$ cat config.mk
export PLATFORM = sky130hd
export DESIGN_NAME = mma_front
export DESIGN_NICKNAME = d
export VERILOG_FILES = /design/src/rtl/core/mma_pkg.sv /design/src/rtl/core/mma_front.sv
export SDC_FILE = /design/constraint.sdc
export NUM_CORES = 1
export LEC_CHECK = 0
export BUFFER_PORTS_ARGS = -buffer_cell sky130_fd_sc_hd__buf_2
export CORE_AREA = 2 2 94 142
export CTS_CLUSTER_DIAMETER = 60
export DETAILED_ROUTE_END_ITERATION = 7
export DIE_AREA = 0 0 96 144
export PLACE_DENSITY_LB_ADDON = 0.12
export SLEW_MARGIN = 10
export SYNTH_ARGS = -nofsm -noshare
export SYNTH_HDL_FRONTEND = slang
export SYNTH_SLANG_ARGS = --single-unit
$ cat constraint.sdc
create_clock -name i_clk -period 3.1 [get_ports i_clk]
set_input_delay 0.31 -clock i_clk [delete_from_list [all_inputs] [get_ports i_clk]]
set_output_delay 0.31 -clock i_clk [all_outputs]
set_load 0.01 [all_outputs]
$ cat src/rtl/core/mma_pkg.sv
// Shared types and constants of the matrix multiply-accumulate block.
`timescale 1ns / 1ps
package mma_pkg;

    typedef enum logic [1:0] {
        MODE_LOAD_A  = 2'd0,
        MODE_LOAD_B  = 2'd1,
        MODE_LOAD_C  = 2'd2,
        MODE_COMPUTE = 2'd3
    } t_mode;

    typedef enum logic [2:0] {
        CFG_ALPHA = 3'd0,
        CFG_BETA  = 3'd1,
        CFG_ROWS  = 3'd2,
        CFG_COLS  = 3'd3,
        CFG_INNER = 3'd4
    } t_cfg_idx;

    typedef enum logic [2:0] {
        ST_IDLE,
        ST_MAC,
        ST_DRAIN,
        ST_SCALE,
        ST_OUT
    } t_state;

    typedef struct packed {
        t_mode              mode;
        logic [3:0]         row_index;
        logic [3:0]         col_index;
        logic signed [15:0] element_value;
    } t_item;

    typedef struct packed {
        logic [3:0]         out_row;
        logic [3:0]         out_col;
        logic signed [31:0] result_value;
        logic               last;
    } t_result;

    localparam int QDEPTH = 4;
    localparam int QPTR_W = 2;

endpackage

$ cat src/rtl/core/mma_front.sv
// Front end: accepts transactions, drops the ones without effect, queues the rest.
`timescale 1ns / 1ps
module mma_front #(
    parameter int MAX_DIM = 16,
    parameter int DW      = 5
) (
    input  logic           i_clk,
    input  logic           i_rst_n,
    input  logic           i_start,
    output logic           o_busy,
    input  mma_pkg::t_item i_item,
    input  logic [DW-1:0]  i_dim_m,
    input  logic [DW-1:0]  i_dim_n,
    output logic           o_cmd_valid,
    output mma_pkg::t_item o_cmd,
    input  logic           i_pop
);

    mma_pkg::t_item r_q [mma_pkg::QDEPTH];
    logic [mma_pkg::QPTR_W-1:0] r_wp, r_rp;
    logic [mma_pkg::QPTR_W:0]   r_cnt, n_cnt;
    logic keep, push;

    // Out-of-store loads, out-of-matrix rows and computes with no columns never queue.
    always_comb begin
        if (i_item.mode == mma_pkg::MODE_COMPUTE) begin
            keep = (int'(i_item.row_index) < int'(i_dim_m)) && (i_dim_n != '0);
        end else begin
            keep = (int'(i_item.row_index) < MAX_DIM) && (int'(i_item.col_index) < MAX_DIM);
        end
    end

    assign o_busy      = (int'(r_cnt) == mma_pkg::QDEPTH);
    assign push        = i_start && !o_busy && keep;
    assign o_cmd_valid = (r_cnt != '0);
    assign o_cmd       = r_q[r_rp];

    always_comb begin
        n_cnt = r_cnt;
        if (push && !i_pop) begin
            n_cnt = r_cnt + 1'b1;
        end else if (!push && i_pop) begin
            n_cnt = r_cnt - 1'b1;
        end
    end

    always_ff @(posedge i_clk) begin
        if (!i_rst_n) begin
            r_wp  <= '0;
            r_rp  <= '0;
            r_cnt <= '0;
        end else begin
            r_cnt <= n_cnt;
            if (push) begin
                r_wp <= r_wp + 1'b1;
            end
            if (i_pop) begin
                r_rp <= r_rp + 1'b1;
            end
        end
    end

    always_ff @(posedge i_clk) begin
        if (push) begin
            r_q[r_wp] <= i_item;
        end
    end

    a_cnt_bound: assert property (@(posedge i_clk) disable iff (!i_rst_n)
        int'(r_cnt) <= mma_pkg::QDEPTH)
        else $error("queue count above depth");
    a_pop_nonempty: assert property (@(posedge i_clk) disable iff (!i_rst_n)
        i_pop |-> (r_cnt != '0))
        else $error("pop from empty queue");
    a_push_lands: assert property (@(posedge i_clk) disable iff (!i_rst_n)
        push |=> (r_cnt != '0))
        else $error("queued transaction lost");

endmodule

==> impl_metrics.tcl <==
set metrics [dict create \
    core_mm2 0.0127 \
    placed_cells 426 \
    via_per_inst 4.61 \
    ant_nets 0 \
    hold_buffers 0 \
    cp-start-kind "primary input" \
    worst_setup_path_end_kind "register" \
    cpLargestDelayFamily "compound AO/OA/AOI/OAI gates" \
    drt_iter0_markers 67 \
    dr_total_vias 2107 \
    hold_slack_ns 0.121 \
    path_clk_slew_ns 0.05 \
    worstHoldStart "i_item[3]" \
    cts_resized 0 \
    die_area_mm2 0.0138 \
    rr_startpoint "r_cnt[0]" \
    mappedNetlistNets 247 \
    synth_seq_cells 113 \
    synthArstFlopShare_pct 0 \
    path_cells "buf_2, ha_1, a21oi_1, o21ai_1, a31o_2, a311oi_4, ha_1, inv_1, fa_1, xor2_1, or3_1, a21boi_1" \
    numCtsBuffers 17 \
    io_pins 68 \
    multi_input_area_um2 955 \
    layout_commonest_cell "edfxtp_1" \
    cp_num_buf_inv 2 \
    hpwl_um 4730 \
    synth_area_leaders "edfxtp_1, mux4_2, dfxtp_1, ha_1, and2_1" \
    grt_usage_pct 12.8 \
    final_cells 457 \
    grt_pass1_wl_um 12300 \
    startpoint "i_item[22]" \
    status "completed" \
    avgSynthCellArea_um2 21.8 \
    hold_violations 0 \
    io_buffers 67 \
    worstMarginPinSlew_ns 0.568 \
    worstSkewPairLatency_ns 0.40 \
    cts.path.max_buffers 2 \
    h-tree-depth 4 \
    num_antenna_cells 0 \
    place_congestion 0.636 \
    synthCells 198 \
    cts_tree "built" \
    syn_to_final_growth_pct 26.5 \
    root_buffer "clkbuf_16" \
    num_rows 51 \
    max_clock_freq_mhz 396 \
    rsz0062_at_grt "no" \
    dr.pass1.iters 4 \
    vdd_ir_drop_max_mv 0.333 \
    synthFlopType "edfxtp_1" \
    grt_max_degree 27 \
    p_leak_nw 1.95 \
    synth_cell_types 24 \
    setup_violations 0 \
    cp_slowest_cell "fa_1" \
    drive_gt1_share_pct 44.3 \
    yosysSeqAreaShare_pct 76.4 \
    p_per_area_mw_per_mm2 768 \
    cp_common_cell "ha_1" \
    grt_antenna_before_repair 0 \
    relSlewSlack_pct 62.1 \
    seq_area_mm2 0.00330 \
    clock-sinks 113 \
    crit_arrival_ns 2.86 \
    synth_edf_count 104 \
    postCtsSetupBuffers 0 \
    cp_max_fo 5 \
    synth_top_area_share_pct 72.3 \
    report.final.slew_viol_count 0 \
    hp-class "in2reg" \
    die_h_um 144 \
    grt-ovfl-total 0 \
    cp_slowest_stage_delay_ns 0.38 \
    wl_per_cell_um 17.0 \
    initial_core_util_pct 34.0 \
    routed_wl_um 7760 \
    fin_nets 335 \
    fillerInstances 1137 \
    skew_ns 0.00783 \
    layout_min_cycle_time_ns 2.53 \
    grt_pass1_vias 2305 \
    crit_required_ns 3.43 \
    yosysWarnings 0 \
    synth_top_cell_by_area "edfxtp_1" \
    drc_errors 0 \
    finalCritPeriodShare_pct 81.5 \
    maxCapViolCount 0 \
    setup_tns_ns 0 \
    netlist_area_mm2 0.00432 \
    crit_type "in2reg" \
    fp.dieW_um 96 \
    final_cell_mix "edfxtp_1, buf_2, mux4_2, clkbuf_16, inv_1" \
]
[state kept, by name (all words and copies together) (netlist names), named ones only]
name and count:
r_wp 2, r_cnt 3, r_rp 2, r_q 104
[power by group]
group / switching [mW] / leakage [nW] / internal, mW / total, mW
Clock: 0.617 / 0.258 / 1.15 / 1.77
Combinational: 0.293 / 0.663 / 0.261 / 0.554
Sequential: 0.0456 / 1.03 / 1.83 / 1.88
Total: 0.956 / 1.95 / 3.24 / 4.20
[worst register-to-register path, delay by kind of cell (launching register included)]
kind / cells / cell delay [ns]
adder cells (fa/ha/maj): 2 / 0.61
AO/OA/AOI/OAI: 2 / 0.43
flip-flops: 1 / 0.42
AND/OR/NAND/NOR: 2 / 0.40
XOR/XNOR: 1 / 0.18
buffers and inverters: 1 / 0.06
[area by class of cell]
class,instances,area share [%]
Sequential cell,113,60.4
Multi-Input combinational cell,69,17.5
Timing Repair Buffer,76,7.82
Clock buffer,17,7.78
Tap cell,159,3.64
Clock inverter,14,2.26
Inverter,9,0.618
[per-layer routing]
layer	vias to the layer above	GRT usage [%]	part of all wire (%)
met4	0	5.41	1.4
met1	1059	14.2	39
li1	982	-	-
met5	-	0	0
met3	8	6.10	6.2
met2	58	20.9	53
[worst paths after layout]
check | to | slack (ns) | cells after the start
setup / recovery | r_cnt[2] | 0.57 | 12
hold / removal | r_q[0][3] | 0.12 | 1
setup reg to reg | r_cnt[2] | 0.93 | 8
hold reg to reg | r_cnt[2] | 0.50 | 2
[logic make-up (layout without fill, tap and decap cells)]
family,Yosys count,after routing,synth area share (%)
flip-flops,113,113,76.4
XOR/XNOR,4,4,0.811
AND/OR/NAND/NOR,20,20,2.72
AO/OA/AOI/OAI,7,7,1.53
multiplexers,29,29,14.2
buffers and inverters,16,116,1.48
adder cells (fa/ha/maj),9,9,2.78
[synthesized netlist by cell type (2+ instances only)]
| master | n |
|---|---|
| and2_1 | 8 |
| nand2_1 | 6 |
| ha_1 | 8 |
| xor2_1 | 2 |
| edfxtp_1 | 104 |
| mux2i_1 | 3 |
| inv_1 | 9 |
| buf_2 | 3 |
| dfxtp_1 | 9 |
| nor2b_1 | 2 |
| xnor2_1 | 2 |
| mux4_2 | 26 |
| clkbuf_1 | 4 |
| or3_1 | 2 |
[stage by stage]
stage | util, % | cell area (um^2) | setup WS (ns) | power, mW
2_1_floorplan | - | 4320 | 0.340 | 2.24
3_3_place_gp | 38.7 | 4920 | 0.223 | 2.48
3_5_place_dp | 38.7 | 4920 | 0.165 | 2.48
4_1_cts | 43.1 | 5470 | 0.578 | 4.27
5_1_grt | 43.1 | 5470 | 0.422 | 4.40
6_report | 43.1 | 5470 | 0.574 | 4.20
No activity file was read; power rests on OpenSTA's default activity.
